===== config.mk =====
export PLATFORM = sky130hd
export DESIGN_NAME = shared_comparator_timer_multiplexer
export DESIGN_NICKNAME = d
export VERILOG_FILES = /design/src/sv/sctm_pkg.sv /design/src/sv/shared_comparator_timer_multiplexer.sv /design/src/sv/sctm_ram.sv /design/src/sv/sctm_ctrl.sv /design/src/sv/sctm_dp.sv
export SDC_FILE = /design/constraint.sdc
export NUM_CORES = 2
export LEC_CHECK = 0
export CELL_PAD_IN_SITES_DETAIL_PLACEMENT = 1
export CELL_PAD_IN_SITES_GLOBAL_PLACEMENT = 2
export CORE_MARGIN = 2
export CORE_UTILIZATION = 40
export DETAILED_ROUTE_END_ITERATION = 16
export DONT_BUFFER_PORTS = 1
export GPL_TIMING_DRIVEN = 0
export HOLD_SLACK_MARGIN = 0.05
export PLACE_DENSITY = 0.66
export RECOVER_POWER = 25
export SYNTH_ARGS = -nofsm -noshare
export SYNTH_HDL_FRONTEND = slang
export SYNTH_HIERARCHICAL = 1
export SYNTH_SLANG_ARGS = --single-unit
export TNS_END_PERCENT = 30

===== constraint.sdc =====
create_clock -name clk -period 22.8 [get_ports clk]
set_input_delay 2.28 -clock clk [delete_from_list [all_inputs] [get_ports clk]]
set_output_delay 2.28 -clock clk [all_outputs]
set_load 0.1 [all_outputs]

===== src/sv/sctm_pkg.sv =====
`default_nettype none

package sctm_pkg;

	localparam int CFG_W  = 7;
	localparam int CH_W   = 6;
	localparam int TIME_W = 64;

	localparam logic [CFG_W-1:0] ACTIVE_RESET = 7'd64;

	localparam logic CMD_SET    = 1'b0;
	localparam logic CMD_CANCEL = 1'b1;

	typedef struct packed {
		logic load;
		logic decide;
		logic scan;
		logic finish;
		logic respond;
	} sctm_cmd_t;

	typedef struct packed {
		logic need_scan;
		logic scan_done;
	} sctm_status_t;

endpackage

`default_nettype wire


===== src/sv/shared_comparator_timer_multiplexer.sv =====
`default_nettype none

// Shared comparator timer multiplexer. A request is taken when start is high
// and busy is low; one result follows, shown for exactly one cycle with done
// high, and the receiver cannot stall it. A request that needs no search goes
// from the decide state straight to the response state. A request that clears
// the armed timer (cancel of the armed channel, or a set whose armed deadline
// is already past) searches the deadline memory one entry per cycle through
// its single read port over entries 0..n-1, where n is active_channels clamped
// to 1..CHANNELS, then passes the drain and finish states before done. The
// deadline memory needs no clearing pass after reset. cfg_ready is always
// high; write active_channels only while busy is low.

module shared_comparator_timer_multiplexer #(
	parameter int CHANNELS = 64
) (
	input  wire logic                          clk,
	input  wire logic                          arst_n,
	input  wire logic                          start,
	output logic                               busy,
	input  wire logic                          cmd,
	input  wire logic [sctm_pkg::CH_W-1:0]     channel,
	input  wire logic [sctm_pkg::TIME_W-1:0]   deadline,
	input  wire logic [sctm_pkg::TIME_W-1:0]   now,
	output logic                               done,
	output logic                               missed,
	output logic                               expired,
	output logic                               armed,
	output logic      [sctm_pkg::TIME_W-1:0]   compare_value,
	output logic      [sctm_pkg::CH_W-1:0]     compare_channel,
	output logic                               kick,
	output logic      [sctm_pkg::CH_W-1:0]     kick_channel,
	input  wire logic                          cfg_valid,
	output logic                               cfg_ready,
	input  wire logic [sctm_pkg::CFG_W-1:0]    cfg_data
);

	sctm_pkg::sctm_cmd_t    ctl;
	sctm_pkg::sctm_status_t st;

	assign cfg_ready = 1'b1;
	assign done      = ctl.respond;

	sctm_ctrl u_ctrl (
		.clk    (clk),
		.arst_n (arst_n),
		.start  (start),
		.st     (st),
		.ctl    (ctl),
		.busy   (busy)
	);

	sctm_dp #(
		.CHANNELS (CHANNELS)
	) u_dp (
		.clk             (clk),
		.arst_n          (arst_n),
		.ctl             (ctl),
		.st              (st),
		.cfg_we          (cfg_valid && cfg_ready),
		.cfg_data        (cfg_data),
		.cmd             (cmd),
		.channel         (channel),
		.deadline        (deadline),
		.now             (now),
		.missed          (missed),
		.expired         (expired),
		.armed           (armed),
		.compare_value   (compare_value),
		.compare_channel (compare_channel),
		.kick            (kick),
		.kick_channel    (kick_channel)
	);

endmodule

`default_nettype wire


===== src/sv/sctm_ram.sv =====
`default_nettype none

module sctm_ram #(
	parameter int WIDTH = 64,
	parameter int DEPTH = 64
) (
	input  wire logic                     clk,
	input  wire logic                     we,
	input  wire logic [$clog2(DEPTH)-1:0] waddr,
	input  wire logic [WIDTH-1:0]         wdata,
	input  wire logic                     re,
	input  wire logic [$clog2(DEPTH)-1:0] raddr,
	output logic      [WIDTH-1:0]         rdata
);

	logic [WIDTH-1:0] mem_q [DEPTH];

	always_ff @(posedge clk) begin
		if (we) begin
			mem_q[waddr] <= wdata;
		end
		if (re) begin
			rdata <= mem_q[raddr];
		end
	end

endmodule

`default_nettype wire


===== src/sv/sctm_ctrl.sv =====
`default_nettype none

module sctm_ctrl (
	input  wire logic                  clk,
	input  wire logic                  arst_n,
	input  wire logic                  start,
	input  wire sctm_pkg::sctm_status_t st,
	output sctm_pkg::sctm_cmd_t        ctl,
	output logic                       busy
);

	typedef enum logic [5:0] {
		S_IDLE   = 6'b000001,
		S_DECIDE = 6'b000010,
		S_SCAN   = 6'b000100,
		S_DRAIN  = 6'b001000,
		S_FIN    = 6'b010000,
		S_RESP   = 6'b100000
	} state_t;

	state_t state_q, state_d;

	always_ff @(posedge clk or negedge arst_n) begin
		if (!arst_n) begin
			state_q <= S_IDLE;
		end else begin
			state_q <= state_d;
		end
	end

	always_comb begin
		state_d = state_q;
		ctl     = '0;
		unique case (state_q)
			S_IDLE: begin
				ctl.load = start;
				if (start) begin
					state_d = S_DECIDE;
				end
			end
			S_DECIDE: begin
				ctl.decide = 1'b1;
				state_d    = st.need_scan ? S_SCAN : S_RESP;
			end
			S_SCAN: begin
				ctl.scan = 1'b1;
				if (st.scan_done) begin
					state_d = S_DRAIN;
				end
			end
			S_DRAIN: begin
				state_d = S_FIN;
			end
			S_FIN: begin
				ctl.finish = 1'b1;
				state_d    = S_RESP;
			end
			S_RESP: begin
				ctl.respond = 1'b1;
				state_d     = S_IDLE;
			end
			default: begin
				state_d = S_IDLE;
			end
		endcase
	end

	assign busy = (state_q != S_IDLE);

`ifndef ASSERT_OFF
	a_resp_frees: assert property (@(posedge clk) disable iff (!arst_n)
		ctl.respond |=> !busy)
		else $error("request still busy after response");
`endif

endmodule

`default_nettype wire


===== src/sv/sctm_dp.sv =====
`default_nettype none

module sctm_dp #(
	parameter int CHANNELS = 64
) (
	input  wire logic                          clk,
	input  wire logic                          arst_n,
	input  wire sctm_pkg::sctm_cmd_t           ctl,
	output sctm_pkg::sctm_status_t             st,
	input  wire logic                          cfg_we,
	input  wire logic [sctm_pkg::CFG_W-1:0]    cfg_data,
	input  wire logic                          cmd,
	input  wire logic [sctm_pkg::CH_W-1:0]     channel,
	input  wire logic [sctm_pkg::TIME_W-1:0]   deadline,
	input  wire logic [sctm_pkg::TIME_W-1:0]   now,
	output logic                               missed,
	output logic                               expired,
	output logic                               armed,
	output logic      [sctm_pkg::TIME_W-1:0]   compare_value,
	output logic      [sctm_pkg::CH_W-1:0]     compare_channel,
	output logic                               kick,
	output logic      [sctm_pkg::CH_W-1:0]     kick_channel
);

	localparam int IW = $clog2(CHANNELS);
	localparam int CW = $clog2(CHANNELS + 1);
	localparam int LW = (CW > sctm_pkg::CFG_W) ? CW : sctm_pkg::CFG_W;
	localparam logic [sctm_pkg::TIME_W-1:0] IDLE_DL = '1;

	// request registers
	logic                        cmd_q;
	logic [sctm_pkg::CH_W-1:0]   ch_q;
	logic [sctm_pkg::TIME_W-1:0] dl_q;
	logic [sctm_pkg::TIME_W-1:0] now_q;

	// comparator state
	logic                        armed_q;
	logic [IW-1:0]               armed_ch_q;
	logic [sctm_pkg::TIME_W-1:0] cmp_q;
	logic                        missed_q;
	logic                        expired_q;
	logic                        kick_q;
	logic [IW-1:0]               kick_ch_q;

	logic [sctm_pkg::CFG_W-1:0]  cfg_q;
	logic [CHANNELS-1:0]         ent_vld_q;

	// scan
	logic [IW-1:0]               rd_cnt_q;
	logic                        vld_s1;
	logic [IW-1:0]               idx_s1;
	logic                        ev_s1;
	logic [sctm_pkg::TIME_W-1:0] lowest_q;
	logic [IW-1:0]               best_q;
	logic                        found_q;

	logic [sctm_pkg::TIME_W-1:0] rdata;
	logic [sctm_pkg::TIME_W-1:0] scan_val;
	logic [LW-1:0]               cfg_ext;
	logic [LW-1:0]               n_scan;
	logic [IW-1:0]               scan_last;
	logic [IW-1:0]               ch_idx;
	logic                        in_range;
	logic                        is_set;
	logic                        is_cancel;
	logic                        was_armed;
	logic                        take;
	logic                        late;
	logic                        set_keep;
	logic                        clear_ent;

	always_comb begin
		cfg_ext = LW'(cfg_q);
		priority if (cfg_ext == '0) begin
			n_scan = LW'(1);
		end else if (cfg_ext > LW'(CHANNELS)) begin
			n_scan = LW'(CHANNELS);
		end else begin
			n_scan = cfg_ext;
		end
	end

	assign scan_last = IW'(n_scan - LW'(1));

	assign ch_idx    = IW'(ch_q);
	assign in_range  = (LW'(ch_q) < LW'(CHANNELS));
	assign is_set    = in_range && (cmd_q == sctm_pkg::CMD_SET);
	assign is_cancel = in_range && (cmd_q == sctm_pkg::CMD_CANCEL);
	assign was_armed = armed_q && (armed_ch_q == ch_idx);
	assign take      = !armed_q || was_armed || (dl_q < cmp_q);
	assign late      = (dl_q < now_q);
	assign set_keep  = is_set && !(take && late);
	assign clear_ent = (is_set && take && late) || is_cancel;

	assign st.need_scan = (is_set && take && late) || (is_cancel && was_armed);
	assign st.scan_done = (rd_cnt_q == scan_last);

	sctm_ram #(
		.WIDTH (sctm_pkg::TIME_W),
		.DEPTH (CHANNELS)
	) u_ram (
		.clk   (clk),
		.we    (ctl.decide && set_keep),
		.waddr (ch_idx),
		.wdata (dl_q),
		.re    (ctl.scan),
		.raddr (rd_cnt_q),
		.rdata (rdata)
	);

	assign scan_val = ev_s1 ? rdata : IDLE_DL;

	always_ff @(posedge clk) begin
		if (ctl.load) begin
			cmd_q <= cmd;
			ch_q  <= channel;
			dl_q  <= deadline;
			now_q <= now;
		end
		if (ctl.scan) begin
			idx_s1 <= rd_cnt_q;
			ev_s1  <= ent_vld_q[rd_cnt_q];
		end
	end

	always_ff @(posedge clk or negedge arst_n) begin
		if (!arst_n) begin
			armed_q    <= 1'b0;
			armed_ch_q <= '0;
			cmp_q      <= '0;
			missed_q   <= 1'b0;
			expired_q  <= 1'b0;
			kick_q     <= 1'b0;
			kick_ch_q  <= '0;
			cfg_q      <= sctm_pkg::ACTIVE_RESET;
			ent_vld_q  <= '0;
			rd_cnt_q   <= '0;
			vld_s1     <= 1'b0;
			lowest_q   <= IDLE_DL;
			best_q     <= '0;
			found_q    <= 1'b0;
		end else begin
			if (cfg_we) begin
				cfg_q <= cfg_data;
			end
			if (ctl.load) begin
				missed_q  <= 1'b0;
				expired_q <= 1'b0;
				kick_q    <= 1'b0;
				kick_ch_q <= '0;
			end
			if (ctl.decide) begin
				rd_cnt_q <= '0;
				lowest_q <= IDLE_DL;
				best_q   <= '0;
				found_q  <= 1'b0;
				if (set_keep) begin
					ent_vld_q[ch_idx] <= 1'b1;
				end
				if (clear_ent) begin
					ent_vld_q[ch_idx] <= 1'b0;
				end
				if (is_set && take) begin
					armed_q    <= 1'b1;
					armed_ch_q <= ch_idx;
					cmp_q      <= dl_q;
					missed_q   <= late;
				end
				if (is_cancel) begin
					expired_q <= was_armed && (now_q >= cmp_q);
				end
			end
			vld_s1 <= ctl.scan;
			if (ctl.scan) begin
				rd_cnt_q <= rd_cnt_q + IW'(1);
			end
			if (vld_s1 && (scan_val < lowest_q)) begin
				lowest_q <= scan_val;
				best_q   <= idx_s1;
				found_q  <= 1'b1;
			end
			if (ctl.finish) begin
				armed_q <= found_q;
				if (found_q) begin
					armed_ch_q <= best_q;
					cmp_q      <= lowest_q;
					if (lowest_q < now_q) begin
						kick_q    <= 1'b1;
						kick_ch_q <= best_q;
					end
				end
			end
		end
	end

	assign missed          = missed_q;
	assign expired         = expired_q;
	assign armed           = armed_q;
	assign compare_value   = armed_q ? cmp_q : '0;
	assign compare_channel = armed_q ? sctm_pkg::CH_W'(armed_ch_q) : '0;
	assign kick            = kick_q;
	assign kick_channel    = kick_q ? sctm_pkg::CH_W'(kick_ch_q) : '0;

`ifndef ASSERT_OFF
	a_s1_from_scan: assert property (@(posedge clk) disable iff (!arst_n)
		vld_s1 |-> $past(ctl.scan))
		else $error("scan stage valid without a read issued");
	a_kick_armed: assert property (@(posedge clk) disable iff (!arst_n)
		kick_q |-> armed_q)
		else $error("kick raised with comparator disarmed");
	a_flags_excl: assert property (@(posedge clk) disable iff (!arst_n)
		!(missed_q && expired_q))
		else $error("missed and expired both set");
`endif

endmodule

`default_nettype wire

==> flow_metrics.tcl <==
set metrics [dict create \
    status "finished, violations left" \
    failed_checks "capacitance limit, slew limit" \
    powerDensity_nw_per_um2 98.8 \
    netlist.area_leader.share 0.710 \
    slowest_stage "clkbuf_1" \
    maxSlewHeadroom -0.245 \
    yosysSeqAreaShare 0.743 \
    reg2reg_from "u_dp/dl_q[38]" \
    clock_latency_ns 1.03 \
    slew_violations 596 \
    r2r_slack_ns 14.04 \
    fp.dieW_um 679 \
    final_common_cell "edfxtp_1" \
    cts_setup_buffers 0 \
    drive_gt1_frac 0.247 \
    dp_slack_ns 15.13 \
    die_y_um 679 \
    grt_pass1_wl_mm 839 \
    clock_skew_ns 0.0762 \
    area_growth_pct 16.3 \
    ff2ff_path_depth 18 \
    hpwl_mm 442 \
    syn_nets 9570 \
    fillers 41340 \
    syn_inst 9106 \
    r2r-end "u_dp/u_ram/mem_q[28][14]" \
    synth.distinct_cells 86 \
    grt_overflow_total 0 \
    hold_depth 1 \
    synth_seq_cells 4537 \
    drt_wl_total_mm 609 \
    maxCapViolations 27 \
    setup_slack_ns 14.04 \
    fmax_mhz 114 \
    cp_cell_sequence "clkbuf_1 -> clkbuf_1 -> ha_1 -> and4_1 -> nand4_1 -> nor4_2 -> nor3b_2 -> o41ai_2 -> a41oi_2 -> o21ai_2 -> and4_4 -> buf_6 -> nor2_1 -> nor2b_1 -> nand2_1 -> nor2_4 -> buf_12 -> buf_12" \
    critical-path-top-delay-family "simple AND/OR/NAND/NOR gates" \
    gp_congestion 0.872 \
    required_ns 23.48 \
    crit_buf_inv 5 \
    hold_path.class "reg -> reg" \
    ioPinCount 229 \
    drc 0 \
    static-leakage-power_nw 67.2 \
    track_usage 0.261 \
    period_share 0.384 \
    initial_utilization 0.402 \
    io_buffer_count 0 \
    grt_setup_unrepaired "false" \
    grt_max_degree 236 \
    fin_setup_tns_ns 0 \
    cts_resized 0 \
    vdd_drop_max_v 0.0000952 \
    cts_sinks 4537 \
    yosysTopAreaCell "edfxtp_1" \
    wl_per_cell_um 37.2 \
    finalCriticalPeriod_ns 8.76 \
    crit_type "reg -> reg" \
    cts_buffer_depth 4 \
    htreeDepth 5 \
    hold_buffers 0 \
    synth_area_per_cell_um2 20.0 \
    synth_top_cells_by_area "edfxtp_1 (71%), mux4_2 (13%), dfrtp_1 (2.3%)" \
    worst_path_largest_cell_delay_ns 1.02 \
    final_net_count 10437 \
    syn-cell-area_um2 182000 \
    drtAntennaViolNets 0 \
    antenna_found_initial 68 \
    cts_buffers 463 \
    synth_edf_count 4302 \
    grt_pass1_vias 102118 \
    die_area_um2 460000 \
    rows 247 \
    cts-root-buf "clkbuf_16" \
    worst_slew_pin_slew_ns 1.87 \
    timing.final.hold_violations 0 \
    drtIter0Drc 12313 \
    cts_tree "done" \
    num_vias 99451 \
    vias_per_cell 6.08 \
    path_clk_slew_ns 0.06 \
    holdCritStartpoint "u_dp/ent_vld_q[2]" \
    synth-async-reset-ratio 0.0518 \
    mostFrequentLayoutCells "edfxtp_1 (4302), mux4_2 (1045), clkbuf_16 (469)" \
    holdPathEnd "u_dp/ent_vld_q[2]" \
    arrival_ns 9.44 \
    core_area_um2 453000 \
    worst_setup_path_start_kind "flip-flop" \
    firstDrtPassIters 7 \
    worstPathMaxFanout 25 \
    setup-violations-final 0 \
    critPathCaptureType "flip-flop" \
    utilization 0.467 \
    synth_warnings 6 \
    synth_ff_type "edfxtp_1" \
]
## kinds of logic (layout without fill, tap and decap cells)
kind of cell,count (synthesis),after routing,share of synthesized area
flops,4537,4537,0.743
mux,1241,1241,0.140
compound gates,1190,1190,0.0490
simple gates,1017,1017,0.0265
buf+inv,791,2037,0.0191
fa+ha+maj,318,318,0.0219
xor+xnor,11,11,0.000529
other cells,1,24,0.0000206
## worst max path at each step
stage / from / to / slack [ns] / cells past startpoint
2_1_floorplan: u_dp/dl_q[38] / u_dp/u_ram/mem_q[48][0] / 14.42 / 13
4_1_cts: u_dp/dl_q[61] / u_dp/u_ram/mem_q[28][30] / 15.07 / 14
3_3_place_gp: u_dp/dl_q[38] / u_dp/u_ram/mem_q[49][62] / 4.55 / 13
6_report: u_dp/dl_q[38] / u_dp/u_ram/mem_q[28][14] / 14.04 / 18
3_5_place_dp: u_dp/dl_q[58] / u_dp/u_ram/mem_q[28][30] / 15.13 / 14
5_1_grt: u_dp/dl_q[38] / u_dp/u_ram/mem_q[28][2] / 13.89 / 18
## cells in the mapped netlist (all sizes together) (91+ instances only)
cell	instances
mux2i	145
a21oi	166
buf	260
o21ai	91
dfrtp	169
a22oi	168
clkbuf	234
inv	296
nand2	233
mux4	1045
o22ai	152
ha	318
nor2	374
edfxtp	4302
## area by class of cell
| type | count | area, um^2 | area share |
|---|---|---|---|
| flip-flops and latches | 4537 | 135000 | 0.639 |
| multi-input cells | 3778 | 44100 | 0.208 |
| clock buffers | 568 | 12100 | 0.0573 |
| well taps | 5976 | 7480 | 0.0353 |
| repair buffers | 402 | 6640 | 0.0314 |
| clock inverters | 276 | 2590 | 0.0123 |
| plain buffers | 494 | 2370 | 0.0112 |
| inverters | 297 | 1110 | 0.00527 |
| diodes | 23 | 57.6 | 0.000272 |
## state kept, by name, summed over array words and instances (netlist names), 7 cells and up
name	cells
u_dp/dl_q	64
u_dp/now_q	64
u_dp/u_ram/rdata	64
u_dp/cfg_ext	7
u_dp/lowest_q	64
u_dp/u_ram/mem_q	4096
u_dp/cmp_q	64
u_dp/ent_vld_q	64
## per-layer routing
| metal | track usage | part of all wire |
|---|---|---|
| met1 | 0.366 | 0.41 |
| met3 | 0.0450 | 0.082 |
| met4 | 0.107 | 0.052 |
| met5 | 0 | 0.00026 |
| met2 | 0.406 | 0.46 |
## metrics by stage
stage | hold slack [ns] | cell area (um^2) | cells | power (mW)
2_1_floorplan | 0.466 | 182000 | 9106 | 12.0
3_3_place_gp | 0.479 | 189000 | 15082 | 13.3
3_5_place_dp | 0.491 | 199000 | 15482 | 13.8
4_1_cts | 0.504 | 214000 | 16326 | 21.2
5_1_grt | 0.514 | 212000 | 16330 | 21.6
6_report | 0.507 | 212000 | 16351 | 20.9
## report_power, final
part	internal, mW	switching, mW
combinational	1.09	2.27
sequential	9.76	0.328
clock	4.21	3.27
Note: power is estimated with default switching activity, not from simulation.
